[config.mk]
export PLATFORM = sky130hd
export DESIGN_NAME = cheat_code_line_decoder
export DESIGN_NICKNAME = d
export VERILOG_FILES = /design/src/hw/rtl/ccld_pkg.sv /design/src/hw/rtl/ccld_front.sv /design/src/hw/rtl/ccld_queue.sv /design/src/hw/rtl/ccld_back.sv /design/src/hw/rtl/cheat_code_line_decoder.sv
export SDC_FILE = /design/constraint.sdc
export NUM_CORES = 1
export LEC_CHECK = 0
export BUFFER_PORTS_ARGS = -buffer_cell sky130_fd_sc_hd__buf_2
export CORE_MARGIN = 5
export CORE_UTILIZATION = 54
export CTS_CLUSTER_SIZE = 30
export DETAILED_ROUTE_END_ITERATION = 10
export PLACE_DENSITY = 0.74
export SLEW_MARGIN = 20
export SYNTH_ARGS = -nofsm -noshare
export SYNTH_HDL_FRONTEND = slang
export SYNTH_SLANG_ARGS = --single-unit
[constraint.sdc]
create_clock -name clk -period 17.75 [get_ports clk]
set_input_delay 0.8875 -clock clk [delete_from_list [all_inputs] [get_ports clk]]
set_output_delay 0.8875 -clock clk [all_outputs]
set_load 0.05 [all_outputs]
[src/hw/rtl/ccld_pkg.sv]
// ---------------------------------------------------------------------------
// ccld_pkg - shared types and codes of the cheat code line decoder
// Result kinds, warning codes, line types, pending modes and the request
// records passed from the decode front to the emit back.
// ---------------------------------------------------------------------------
package ccld_pkg;

  localparam logic [3:0] KIND_GAMEID      = 4'd0;
  localparam logic [3:0] KIND_HOOK        = 4'd1;
  localparam logic [3:0] KIND_OR          = 4'd2;
  localparam logic [3:0] KIND_WRITE       = 4'd3;
  localparam logic [3:0] KIND_AND         = 4'd4;
  localparam logic [3:0] KIND_IFEQ        = 4'd5;
  localparam logic [3:0] KIND_IFNE        = 4'd6;
  localparam logic [3:0] KIND_IFGT        = 4'd7;
  localparam logic [3:0] KIND_IFLT        = 4'd8;
  localparam logic [3:0] KIND_IFAND       = 4'd9;
  localparam logic [3:0] KIND_SEED        = 4'd10;
  localparam logic [3:0] KIND_ADD         = 4'd11;
  localparam logic [3:0] KIND_UNSUPPORTED = 4'd12;
  localparam logic [3:0] KIND_SLIDEPARAMS = 4'd13;
  localparam logic [3:0] KIND_SPAN        = 4'd14;
  localparam logic [3:0] KIND_NOTICE      = 4'd15;

  localparam logic [3:0] TYPE_GAMEID    = 4'h0;
  localparam logic [3:0] TYPE_HOOK      = 4'h1;
  localparam logic [3:0] TYPE_OR16      = 4'h2;
  localparam logic [3:0] TYPE_WRITE8    = 4'h3;
  localparam logic [3:0] TYPE_SLIDE     = 4'h4;
  localparam logic [3:0] TYPE_LIST      = 4'h5;
  localparam logic [3:0] TYPE_AND16     = 4'h6;
  localparam logic [3:0] TYPE_IFEQ      = 4'h7;
  localparam logic [3:0] TYPE_WRITE16   = 4'h8;
  localparam logic [3:0] TYPE_SEED      = 4'h9;
  localparam logic [3:0] TYPE_IFNE      = 4'hA;
  localparam logic [3:0] TYPE_IFGT      = 4'hB;
  localparam logic [3:0] TYPE_IFLT      = 4'hC;
  localparam logic [3:0] TYPE_SPECIAL   = 4'hD;
  localparam logic [3:0] TYPE_ADD16     = 4'hE;

  localparam logic [2:0] WARN_NONE        = 3'd0;
  localparam logic [2:0] WARN_EMPTY_LIST  = 3'd1;
  localparam logic [2:0] WARN_UNKNOWN_D   = 3'd2;
  localparam logic [2:0] WARN_OPEN_SLIDE  = 3'd3;
  localparam logic [2:0] WARN_OPEN_LIST   = 3'd4;

  localparam logic [1:0] MODE_NONE  = 2'd0;
  localparam logic [1:0] MODE_SLIDE = 2'd1;
  localparam logic [1:0] MODE_LIST  = 2'd2;

  localparam logic [1:0] WIDTH_NONE = 2'd0;
  localparam logic [1:0] WIDTH_BYTE = 2'd1;
  localparam logic [1:0] WIDTH_HALF = 2'd2;

  localparam logic [31:0] ADDR_MASK = 32'h0FFF_FFFF;
  localparam logic [31:0] HOOK_BASE = 32'h0800_0000;
  localparam logic [31:0] KEY_REG   = 32'h0400_0130;
  localparam logic [31:0] D_SPECIAL = 32'h0000_0020;
  localparam logic [1:0]  LIST_PER_LINE = 2'd3;

  localparam int QDEPTH = 2;
  localparam int QPTR_W = 1;

  typedef struct packed {
    logic [3:0]  kind;
    logic [31:0] target_address;
    logic [15:0] op_value;
    logic [1:0]  access_width;
    logic [15:0] repeat_count;
    logic [15:0] value_increment;
    logic [15:0] address_increment;
    logic [15:0] button_mask;
    logic        mask_present;
    logic        unsigned_compare;
    logic [2:0]  warning;
  } res_t;

  typedef struct packed {
    logic        single;
    res_t        res;
    logic [1:0]  list_n;
    logic [31:0] list_addr;
    logic [31:0] word_hi;
    logic [15:0] word_lo;
    logic        span;
    logic [15:0] span_total;
  } job_t;

endpackage

[src/hw/rtl/ccld_front.sv]
// ---------------------------------------------------------------------------
// ccld_front - line decode and pending state
// Classifies each accepted line against the pending slide or list state and
// builds one request that describes every result the line causes.
// ---------------------------------------------------------------------------
module ccld_front (
  input  logic           clk,
  input  logic           rst_n,
  input  logic           accept,
  input  logic           func,
  input  logic [31:0]    word_hi,
  input  logic [15:0]    word_lo,
  output logic           job_valid,
  output ccld_pkg::job_t job
);
  import ccld_pkg::*;

  logic [1:0]  pending_mode_r, pending_mode_nxt;
  logic [15:0] values_left_r, values_left_nxt;
  logic [15:0] list_total_r, list_total_nxt;
  logic [31:0] list_address_r, list_address_nxt;
  logic        list_has_cond_r, list_has_cond_nxt;
  logic        prev_cond_r, prev_cond_nxt;

  always_comb begin
    res_t        r;
    logic [3:0]  ty;
    logic [31:0] addr;
    logic [1:0]  n;
    logic        cond;
    r = '0;
    ty = word_hi[31:28];
    addr = word_hi & ADDR_MASK;
    n = 2'd0;
    cond = 1'b0;
    job = '0;
    job_valid = 1'b0;
    pending_mode_nxt = pending_mode_r;
    values_left_nxt = values_left_r;
    list_total_nxt = list_total_r;
    list_address_nxt = list_address_r;
    list_has_cond_nxt = list_has_cond_r;
    prev_cond_nxt = prev_cond_r;
    if (func) begin
      if (pending_mode_r == MODE_SLIDE || pending_mode_r == MODE_LIST) begin
        r.kind = KIND_NOTICE;
        r.warning = (pending_mode_r == MODE_SLIDE) ? WARN_OPEN_SLIDE : WARN_OPEN_LIST;
        job_valid = 1'b1;
      end
      pending_mode_nxt = MODE_NONE;
      values_left_nxt = '0;
      list_total_nxt = '0;
      list_address_nxt = '0;
      list_has_cond_nxt = 1'b0;
      prev_cond_nxt = 1'b0;
    end else if (pending_mode_r == MODE_LIST) begin
      n = (values_left_r >= {14'd0, LIST_PER_LINE}) ? LIST_PER_LINE : values_left_r[1:0];
      job.list_n = n;
      job.list_addr = list_address_r;
      job.word_hi = word_hi;
      job.word_lo = word_lo;
      job_valid = 1'b1;
      values_left_nxt = values_left_r - {14'd0, n};
      list_address_nxt = list_address_r + {29'd0, n, 1'b0};
      if (values_left_nxt == '0) begin
        job.span = list_has_cond_r;
        job.span_total = list_total_r;
        pending_mode_nxt = MODE_NONE;
        list_total_nxt = '0;
        list_address_nxt = '0;
        list_has_cond_nxt = 1'b0;
      end
      prev_cond_nxt = 1'b0;
    end else if (pending_mode_r == MODE_SLIDE) begin
      r.kind = KIND_SLIDEPARAMS;
      r.repeat_count = word_hi[15:0];
      r.value_increment = word_hi[31:16];
      r.address_increment = word_lo;
      job_valid = 1'b1;
      pending_mode_nxt = MODE_NONE;
      prev_cond_nxt = 1'b0;
    end else begin
      pending_mode_nxt = MODE_NONE;
      job_valid = 1'b1;
      r.target_address = addr;
      r.op_value = word_lo;
      r.access_width = WIDTH_HALF;
      case (ty)
        TYPE_GAMEID: begin
          r.kind = KIND_GAMEID;
          r.access_width = WIDTH_NONE;
        end
        TYPE_HOOK: begin
          r.kind = KIND_HOOK;
          r.target_address = HOOK_BASE | addr;
          r.access_width = WIDTH_NONE;
        end
        TYPE_OR16: r.kind = KIND_OR;
        TYPE_WRITE8: begin
          r.kind = KIND_WRITE;
          r.op_value = {8'd0, word_lo[7:0]};
          r.access_width = WIDTH_BYTE;
        end
        TYPE_SLIDE: begin
          r.kind = KIND_WRITE;
          pending_mode_nxt = MODE_SLIDE;
        end
        TYPE_LIST: begin
          if (word_lo == '0) begin
            r.kind = KIND_UNSUPPORTED;
            r.op_value = '0;
            r.warning = WARN_EMPTY_LIST;
          end else begin
            job_valid = 1'b0;
            pending_mode_nxt = MODE_LIST;
            values_left_nxt = word_lo;
            list_total_nxt = word_lo;
            list_address_nxt = addr;
            list_has_cond_nxt = prev_cond_r;
          end
        end
        TYPE_AND16: r.kind = KIND_AND;
        TYPE_IFEQ: begin
          r.kind = KIND_IFEQ;
          cond = 1'b1;
        end
        TYPE_WRITE16: r.kind = KIND_WRITE;
        TYPE_SEED: begin
          r.kind = KIND_SEED;
          r.target_address = word_hi;
          r.access_width = WIDTH_NONE;
        end
        TYPE_IFNE: begin
          r.kind = KIND_IFNE;
          cond = 1'b1;
        end
        TYPE_IFGT: begin
          r.kind = KIND_IFGT;
          r.unsigned_compare = 1'b1;
          cond = 1'b1;
        end
        TYPE_IFLT: begin
          r.kind = KIND_IFLT;
          r.unsigned_compare = 1'b1;
          cond = 1'b1;
        end
        TYPE_SPECIAL: begin
          if (addr == D_SPECIAL) begin
            r.kind = KIND_IFEQ;
            r.target_address = KEY_REG;
            r.op_value = '0;
            r.button_mask = word_lo;
            r.mask_present = 1'b1;
            cond = 1'b1;
          end else begin
            r.kind = KIND_UNSUPPORTED;
            r.warning = WARN_UNKNOWN_D;
          end
        end
        TYPE_ADD16: r.kind = KIND_ADD;
        default: begin
          r.kind = KIND_IFAND;
          cond = 1'b1;
        end
      endcase
      prev_cond_nxt = cond;
    end
    job.single = (n == 2'd0);
    job.res = r;
  end

  always_ff @(posedge clk) begin
    if (!rst_n) begin
      pending_mode_r <= MODE_NONE;
      values_left_r <= '0;
      list_total_r <= '0;
      list_address_r <= '0;
      list_has_cond_r <= 1'b0;
      prev_cond_r <= 1'b0;
    end else if (accept) begin
      pending_mode_r <= pending_mode_nxt;
      values_left_r <= values_left_nxt;
      list_total_r <= list_total_nxt;
      list_address_r <= list_address_nxt;
      list_has_cond_r <= list_has_cond_nxt;
      prev_cond_r <= prev_cond_nxt;
    end
  end

`ifndef SYNTHESIS
  a_cond_idle: assert property (@(posedge clk) disable iff (!rst_n)
    prev_cond_r |-> pending_mode_r == MODE_NONE)
    else $error("condition flag set while a slide or list is pending");
  a_list_left: assert property (@(posedge clk) disable iff (!rst_n)
    pending_mode_r == MODE_LIST |-> values_left_r != '0)
    else $error("list pending with no values left");
  a_list_span: assert property (@(posedge clk) disable iff (!rst_n)
    (accept && !func && pending_mode_r == MODE_LIST) |-> (job_valid && !job.single))
    else $error("list continuation line built no write request");
`endif

endmodule

[src/hw/rtl/ccld_queue.sv]
// ---------------------------------------------------------------------------
// ccld_queue - request queue
// Two-entry queue of decoded line requests between decode and emit.
// ---------------------------------------------------------------------------
module ccld_queue (
  input  logic           clk,
  input  logic           rst_n,
  input  logic           push,
  input  ccld_pkg::job_t push_data,
  output logic           full,
  input  logic           pop,
  output logic           q_valid,
  output ccld_pkg::job_t q_data
);
  import ccld_pkg::*;

  job_t              mem_r [QDEPTH];
  logic [QPTR_W-1:0] wr_ptr_r, rd_ptr_r;
  logic [QPTR_W:0]   count_r, count_nxt;

  assign full = (count_r == QDEPTH[QPTR_W:0]);
  assign q_valid = (count_r != '0);
  assign q_data = mem_r[rd_ptr_r];

  always_comb begin
    count_nxt = count_r;
    if (push && !pop) begin
      count_nxt = count_r + 1'b1;
    end else if (pop && !push) begin
      count_nxt = count_r - 1'b1;
    end
  end

  always_ff @(posedge clk) begin
    if (push) begin
      mem_r[wr_ptr_r] <= push_data;
    end
  end

  always_ff @(posedge clk) begin
    if (!rst_n) begin
      wr_ptr_r <= '0;
      rd_ptr_r <= '0;
      count_r <= '0;
    end else begin
      if (push) begin
        wr_ptr_r <= wr_ptr_r + 1'b1;
      end
      if (pop) begin
        rd_ptr_r <= rd_ptr_r + 1'b1;
      end
      count_r <= count_nxt;
    end
  end

`ifndef SYNTHESIS
  a_no_overflow: assert property (@(posedge clk) disable iff (!rst_n)
    full |-> !push)
    else $error("request pushed into a full queue");
  a_no_underflow: assert property (@(posedge clk) disable iff (!rst_n)
    !q_valid |-> !pop)
    else $error("request popped from an empty queue");
  a_ptr_track: assert property (@(posedge clk) disable iff (!rst_n)
    (count_r == '0) |-> (wr_ptr_r == rd_ptr_r))
    else $error("queue pointers disagree while empty");
`endif

endmodule

[src/hw/rtl/ccld_back.sv]
// ---------------------------------------------------------------------------
// ccld_back - result emit
// Expands each queued request into one to four results, one per cycle while
// the output is ready, through a registered output stage.
// ---------------------------------------------------------------------------
module ccld_back (
  input  logic           clk,
  input  logic           rst_n,
  input  logic           q_valid,
  input  ccld_pkg::job_t q_data,
  output logic           pop,
  output logic           out_valid,
  input  logic           out_ready,
  output ccld_pkg::res_t out_res,
  output logic           out_last
);
  import ccld_pkg::*;

  logic [1:0]  idx_r;
  logic        out_valid_r;
  res_t        out_res_r;
  logic        out_last_r;
  logic [2:0]  count;
  logic        load;
  logic        is_last;
  logic [15:0] half;
  res_t        cur;

  assign count = q_data.single ? 3'd1 : ({1'b0, q_data.list_n} + {2'd0, q_data.span});
  assign is_last = ({1'b0, idx_r} == count - 3'd1);
  assign load = q_valid && (!out_valid_r || out_ready);
  assign pop = load && is_last;

  always_comb begin
    cur = '0;
    case (idx_r)
      2'd0: half = q_data.word_hi[31:16];
      2'd1: half = q_data.word_hi[15:0];
      default: half = q_data.word_lo;
    endcase
    if (q_data.single) begin
      cur = q_data.res;
    end else if (idx_r < q_data.list_n) begin
      cur.kind = KIND_WRITE;
      cur.target_address = q_data.list_addr + {29'd0, idx_r, 1'b0};
      cur.op_value = {half[7:0], half[15:8]};
      cur.access_width = WIDTH_HALF;
    end else begin
      cur.kind = KIND_SPAN;
      cur.repeat_count = q_data.span_total;
    end
  end

  always_ff @(posedge clk) begin
    if (load) begin
      out_res_r <= cur;
      out_last_r <= is_last;
    end
  end

  always_ff @(posedge clk) begin
    if (!rst_n) begin
      idx_r <= '0;
      out_valid_r <= 1'b0;
    end else begin
      if (load) begin
        idx_r <= is_last ? 2'd0 : idx_r + 2'd1;
        out_valid_r <= 1'b1;
      end else if (out_ready) begin
        out_valid_r <= 1'b0;
      end
    end
  end

  assign out_valid = out_valid_r;
  assign out_res = out_res_r;
  assign out_last = out_last_r;

`ifndef SYNTHESIS
  a_idx_range: assert property (@(posedge clk) disable iff (!rst_n)
    q_valid |-> {1'b0, idx_r} < count)
    else $error("result index beyond request result count");
  a_count_nonzero: assert property (@(posedge clk) disable iff (!rst_n)
    q_valid |-> count != 3'd0)
    else $error("queued request holds no result");
  a_idx_idle: assert property (@(posedge clk) disable iff (!rst_n)
    !q_valid |-> idx_r == 2'd0)
    else $error("result index left mid-request with queue empty");
`endif

endmodule

[src/hw/rtl/cheat_code_line_decoder.sv]
// ---------------------------------------------------------------------------
// cheat_code_line_decoder - cheat code line decoder top level
// Decodes cheat lines into operation results through a decode front, a
// request queue and a result emit back end.
//
//   channel | direction | tdata                          | tuser   | tlast
//   in_     | slave     | word_hi, word_lo               | func    | -
//   out_    | master    | address .. warning             | kind    | last
//
// Decode takes one line per cycle while the queue has room.
// Each line yields zero to four results; the emit stage sends one per cycle
// while the output is ready.
// The two-entry request queue lets decode run ahead while results stall.
// rst_n is synchronous: it clears pending state, the queue and the output.
// ---------------------------------------------------------------------------
module cheat_code_line_decoder (
  input  logic         clk,
  input  logic         rst_n,
  input  logic         in_tvalid,
  output logic         in_tready,
  input  logic [47:0]  in_tdata,   // word_hi[31:0], word_lo[47:32]
  input  logic         in_tuser,   // func[0]
  output logic         out_tvalid,
  input  logic         out_tready,
  output logic [119:0] out_tdata,  // target_address[31:0], op_value[47:32],
                                   // access_width[49:48], repeat_count[65:50],
                                   // value_increment[81:66],
                                   // address_increment[97:82],
                                   // button_mask[113:98], mask_present[114],
                                   // unsigned_compare[115], warning[118:116]
  output logic [3:0]   out_tuser,  // kind[3:0]
  output logic         out_tlast
);
  import ccld_pkg::*;

  logic in_accept;
  logic job_valid;
  job_t job;
  logic q_full;
  logic q_valid;
  job_t q_data;
  logic q_pop;
  res_t res;

  assign in_tready = !q_full;
  assign in_accept = in_tvalid && in_tready;

  ccld_front u_front (
    .clk       (clk),
    .rst_n     (rst_n),
    .accept    (in_accept),
    .func      (in_tuser),
    .word_hi   (in_tdata[31:0]),
    .word_lo   (in_tdata[47:32]),
    .job_valid (job_valid),
    .job       (job)
  );

  ccld_queue u_queue (
    .clk       (clk),
    .rst_n     (rst_n),
    .push      (in_accept && job_valid),
    .push_data (job),
    .full      (q_full),
    .pop       (q_pop),
    .q_valid   (q_valid),
    .q_data    (q_data)
  );

  ccld_back u_back (
    .clk       (clk),
    .rst_n     (rst_n),
    .q_valid   (q_valid),
    .q_data    (q_data),
    .pop       (q_pop),
    .out_valid (out_tvalid),
    .out_ready (out_tready),
    .out_res   (res),
    .out_last  (out_tlast)
  );

  assign out_tuser = res.kind;
  assign out_tdata = {1'b0, res.warning, res.unsigned_compare, res.mask_present,
                      res.button_mask, res.address_increment, res.value_increment,
                      res.repeat_count, res.access_width, res.op_value,
                      res.target_address};

endmodule
### Yosys cells after proc, flatten, opt, wreduce, memory -nomap -nowiden

Memory sizes are Yosys's and may differ from the RTL's. A register that Yosys moved wholly into a read port is not among the register bits.
Index checks and enable logic that the tools add are counted.

* flip-flop bits (word level): 199
* RAM bits: 446
* bits of input ports: 53
* logic and storage cells: 170
* memories: 1

* add/sub/neg operators: 10
* $lt $le $gt $ge: 2
* equality and inequality tests: 23
* mux-type cells: 83
* reductions and logical operators: 28

Memories
* u_queue.mem_r: words 2, width 223, read ports 1, clocked after memory_dff 1, wr ports 1, RTL line ccld_queue.sv:17 `job_t mem_r [QDEPTH];`

Operators by type and width (count)
* 2-to-1 mux 99 bit: 2
* 2-to-1 mux 32 bit: 6
* 2-to-1 mux 16 bit: 10
* 2-to-1 mux 123 bit: 1
* 2-to-1 mux 116 bit: 1
* 2-to-1 mux 50 bit: 2
* one-hot mux 32 bit (3 select lines): 1
* 2-to-1 mux 70 bit: 1
* adder 32 x 3 -> 32 bit: 2
* one-hot mux 4 bit (13 select lines): 1
* 2-to-1 mux 17 bit: 3
* 2-to-1 mux 48 bit: 1
* one-hot mux 16 bit (3 select lines): 1
* 2-to-1 mux 44 bit: 1
* logical NOT 16 bit: 2
* one-hot mux 16 bit (2 select lines): 1
* equality test 28 x 6 -> 1 bit, second input constant: 1
* equality test 4 bit, second input constant: 7
* 2-to-1 mux 1 bit: 24
* 2-to-1 mux 2 bit: 12
* 2-to-1 mux 4 bit: 6
* 2-to-1 mux 21 bit: 1
* equality test 4 x 3 -> 1 bit, second input constant: 4
* greater-or-equal comparator 16 x 2 -> 1 bit, second input constant: 1
* other kinds (31): 54

### Logic depth before layout (Yosys ltp)

* depth in word-level cells: 11
* mapped depth: 20
* depth with buffers taken out: 14

### By module

From an unflattened synthesis, not the netlist that was laid out.

* cells, all modules: 2031
* area, all modules: 28876.4 µm²

Modules (own cells, without submodules)
* ccld_queue: instances 1, cells each 716, area each 17011.3 µm², seq. area each 13492.9 µm²
* ccld_back: instances 1, cells each 500, area each 6062.1 µm², seq. area each 3783.6 µm²
* ccld_front: instances 1, cells each 810, area each 5773.0 µm², seq. area each 1361.3 µm²
* cheat_code_line_decoder: instances 1, cells each 5, area each 30.0 µm², seq. area each 0.0 µm²

### Worst setup path after synthesis

Ideal clock, no wire load.

* kind: input -> register
* start point: in in_tdata[36]
* end point: reg u_queue.wr_ptr_r
* arrival time: 12.498 ns
* data required time: 17.646 ns
* path slack: 5.148 ns
* stages: 7
* path buffers: 0
* path through: nor4_1 -> nand4_1 -> nand2_1 -> nor2_1 -> a211oi_1 -> nor2b_1 -> o21a_1

* longest elaborated chain between the ends: 7

Ends and longest elaborated chain
* from (decl): RTL line cheat_code_line_decoder.sv:21 `input logic [47:0] in_tdata,`
* logical NOT 16 bit: RTL line ccld_front.sv:109 `if (word_lo == '0) begin`
* 2-to-1 mux 1 bit: RTL line ccld_front.sv:109
* 2-to-1 mux 1 bit: RTL line ccld_front.sv:88 `case (ty)`
* 2-to-1 mux 1 bit: RTL line ccld_front.sv:74 `end else if (pending_mode_r == MODE_SLIDE) begin`
* 2-to-1 mux 1 bit: RTL line ccld_front.sv:56 `end else if (pending_mode_r == MODE_LIST) begin`
* 2-to-1 mux 1 bit: RTL line ccld_front.sv:44 `if (func) begin`
* logical AND 1 bit: RTL line cheat_code_line_decoder.sv:62 `.push (in_accept && job_valid),`
* net u_queue.push: RTL line ccld_queue.sv:8 `input logic push,`
* to (signal assigned): RTL line ccld_queue.sv:47 `wr_ptr_r <= wr_ptr_r + 1'b1;`
* to (decl): RTL line ccld_queue.sv:18 `logic [QPTR_W-1:0] wr_ptr_r, rd_ptr_r;`

The timed path passes the listed nets, and every way through them passes these cells.
A chain may end at the register's enable or synchronous reset.

==> flow_summary_export.csv <==
group,metric,value,unit
run_status,status,"finished clean",
pwr,p_leak,0.0110,uW
synth,synth.avg_cell_area,13.4,um^2
detailed_routing,drc,0,
worst_hold_path,hold_class,"reg -> reg",
clock_tree,clockRootBuffer,"clkbuf_16",
setup_path,startpoint_type,"flip-flop",
detailed_routing,drt_wl_total,74.0,mm
global_routing,overflow,0,
placement,dpl_cell_area,29000,um^2
die,ioPinCount,180,
setup_path,cp-end-kind,"flip-flop",
clock_tree,cts.sinks,646,
placement,place_inst,2796,
detailed_routing,drt-vias-per-instance,6.25,
setup_path,crit_top_cell,"ha_1",
synth,synth_ff_type,"edfxtp_1",
setup_path,cpMaxStageDelayCell,"dfxtp_4",
timing,min_period,4.85,ns
setup_path,worst-endpoint-arrival,5.34,ns
final_layout,mostFrequentLayoutCells,"edfxtp_1, buf_2, mux2i_1",
timing,setup-tns-final,0,ns
global_routing,globalRouteTotalUtil,25.8,%
clock_tree,hold_buffers,0,
detailed_routing,vias,18200,
flow_run,cap_violations,0,
final_layout,layout_commonest_cell,"edfxtp_1",
setup_path,worstRegToRegCells,14,
timing,fmax,206,MHz
synth,synth-seq-cells,646,
die,die-width,236,um
timing,setup_viol,0,
timing,rsz0062_at_grt,"no",
clock_tree,cts_made_buffers,66,
setup_path,cp_max_fo,71,
synth,synth_top_area_share,62.2,%
clock_tree,clkSlewWorstSetupHoldPaths,0.06,ns
synth,async_flop_share,0,%
setup_path,crit_type,"reg -> reg",
placement,hpwlAfterDp,47.4,mm
detailed_routing,first_iter_violations,2261,
timing,skew,0.0264,ns
clock_tree,postCtsSetupRepairBufs,0,
clock_tree,h-tree-depth,3,
die,start_util,54.7,%
global_routing,grt_pass1_wl,109,mm
timing,hold_viol,0,
clock_tree,clockBufferDepth,3,
clock_tree,cts_resized,0,
detailed_routing,wl_per_cell,25.4,um
pwr,clkPwrFrac,29.6,%
final_layout,synthToLayoutAreaGrowth,13.2,%
setup_path,crit_path_end,"u_queue.count_r[1]$_SDFFE_PN0P_",
global_routing,grt_pass1_vias,17400,
synth,synthTopCellsByArea,"edfxtp_1, dfxtp_1, mux2i_1",
final_layout,fin_area,31100,um^2
detailed_routing,ant_nets,0,
die,fp.coreArea,50300,um^2
pwr,pwr-share-seq,44.7,%
synth,synth_edf_count,570,
pwr,comb_power_share,25.7,%
die,die_h,236,um
setup_path,rrSetupSlack,12.90,ns
final_layout,instances_no_fill,2917,
final_layout,nets,2263,
pwr,power-per-cell-area,144,nW/um^2
timing,fin_crit_sh,27.3,%
timing,slew_headroom,24.6,%
timing,worstMarginPinSlew,1.13,ns
synth,ys_types,81,
pwr,switching_share,34.3,%
die,die_area,55600,um^2
clock_tree,cts_tree,"built",
pwr,p_switching,1540,uW
synth,synth_area,27500,um^2
synth,ys_seq_area_share,67.7,%
pwr,internal_power,2950,uW
detailed_routing,drtPass1Iterations,6,
synth,synth_cells,2048,
timing,drv_slew,0,
synth,yosysWarnings,0,
clock_tree,insertion_delay,0.60,ns
setup_path,required,18.24,ns
die,fp-row-count,82,
worst_hold_path,min_path_cells,1,
final_layout,drive_gt1_share,16.0,%
pwr,ir_worst_vdd,0.0762,mV
placement,place.gp.congestion,0.894,
global_routing,antenna_found_initial,7,
global_routing,grt_max_degree,186,
setup_path,cp_cell_sequence,"buf_4 -> mux2i_1 -> inv_1 -> ha_1 -> nand2_1 -> ha_1 -> xor2_1 -> o31ai_1 -> a21oi_1 -> nor2_1 -> nand2_1 -> ha_1 -> or3_1 -> a21boi_0",
placement,portBuffers,178,
setup_path,slowest_delay,1.05,ns
setup_path,r2r-end,"u_queue.count_r[1]$_SDFFE_PN0P_",
synth,yosysTopAreaCell,"edfxtp_1",
metal layers:
| metal | vias up | GRT usage (%) | wire length (um) |
|---|---|---|---|
| met5 | - | 0 | 17 |
| met4 | 4 | 9.96 | 2950 |
| met3 | 164 | 6.07 | 8150 |
| met2 | 1035 | 38.8 | 33100 |
| met1 | 8944 | 36.9 | 29800 |
| li1 | 8087 | - | - |
power groups by stage:
stage | Combinational, uW | Clock (uW) | Sequential, uW
2_1_floorplan | 436 | 0 | 2460
3_3_place_gp | 1140 | 0 | 2030
3_5_place_dp | 1150 | 0 | 2040
4_1_cts | 1150 | 1350 | 2010
5_1_grt | 1210 | 1410 | 2020
6_report | 1160 | 1330 | 2010
cells in the mapped netlist (22+ instances only):
library cell / count
o22ai_1: 47
nand2_1: 110
a22o_1: 33
a22oi_1: 27
mux2i_1: 136
nand4_1: 29
o21ai_0: 66
mux2_2: 27
nand3_1: 61
edfxtp_1: 570
inv_1: 28
a21oi_1: 57
nor2b_1: 24
and3_1: 105
a211oi_1: 24
xnor2_1: 23
dfxtp_1: 76
nor3_1: 29
nor2_1: 125
a31oi_1: 22
buf_2: 31
and2_1: 122
clkbuf_1: 84
through the flow:
stage | setup WS, ns | utilization (%) | hold slack [ns] | total power, uW
after floorplan | 5.15 | - | 0.434 | 2890
after global placement | 13.02 | 57.7 | 0.453 | 3170
after detailed placement | 12.96 | 57.7 | 0.455 | 3190
after CTS | 12.92 | 61.9 | 0.473 | 4510
after global routing | 12.56 | 61.9 | 0.485 | 4640
final | 12.90 | 61.9 | 0.477 | 4490
layout make-up:
type                       count  area [um^2]
clock buffer                  87         1800
sequential                   646        18600
clock inverter                32          284
inverter                      28          108
multi-input combinational   1249         8320
antenna                        1         2.50
timing repair buffer         202         1140
fill                        3785        19100
tap                          672          841
registers in the layout, summed over array words and instances (netlist names), named ones only:
signal                   count
u_front.list_total_r        16
u_front.pending_mode_r       2
u_front.values_left_r       16
u_queue.mem_r              446
u_front.prev_cond_r          1
u_front.list_address_r      32
u_queue.wr_ptr_r             1
u_back.out_res             123
u_front.list_has_cond_r      1
u_queue.count_r              2
u_back.out_valid             1
u_back.idx_r                 2
u_back.out_last              1
u_queue.rd_ptr_r             1
worst min-delay path by stage:
| stage | from | endpoint | slack [ns] |
|---|---|---|---|
| finish | u_front.list_total_r[7]$_SDFFE_PN0P_ | u_front.list_total_r[7]$_SDFFE_PN0P_ | 0.48 |
| global route | u_front.list_total_r[3]$_SDFFE_PN0P_ | u_front.list_total_r[3]$_SDFFE_PN0P_ | 0.48 |
| CTS | u_front.list_total_r[10]$_SDFFE_PN0P_ | u_front.list_total_r[10]$_SDFFE_PN0P_ | 0.47 |
| detailed placement | u_front.list_total_r[7]$_SDFFE_PN0P_ | u_front.list_total_r[7]$_SDFFE_PN0P_ | 0.46 |
| global placement | u_front.list_total_r[5]$_SDFFE_PN0P_ | u_front.list_total_r[5]$_SDFFE_PN0P_ | 0.45 |
| floorplan | u_front.list_total_r[4]$_SDFFE_PN0P_ | u_front.list_total_r[4]$_SDFFE_PN0P_ | 0.43 |
cell families after synthesis:
logic type / after synthesis / share of synthesized area, %
compound gates: 349 / 8.54
fa+ha+maj: 18 / 0.864
other cells: 1 / 0.0136
xor+xnor: 41 / 1.30
simple gates: 673 / 13.1
buf+inv: 157 / 2.38
flops: 646 / 67.7
mux: 163 / 6.05
critical path, delay by kind of cell, from the launching register on:
family / cells / cell delay (ns)
AOI/OAI and AO/OA: 3 / 0.50
xor gates and xnor gates: 1 / 0.17
adders and majority gates: 3 / 0.90
buffers and inverters: 2 / 0.86
DFF: 1 / 1.05
muxes: 1 / 0.35
and+or+nand+nor: 4 / 0.85
Note: power is estimated with default switching activity, not from simulation.
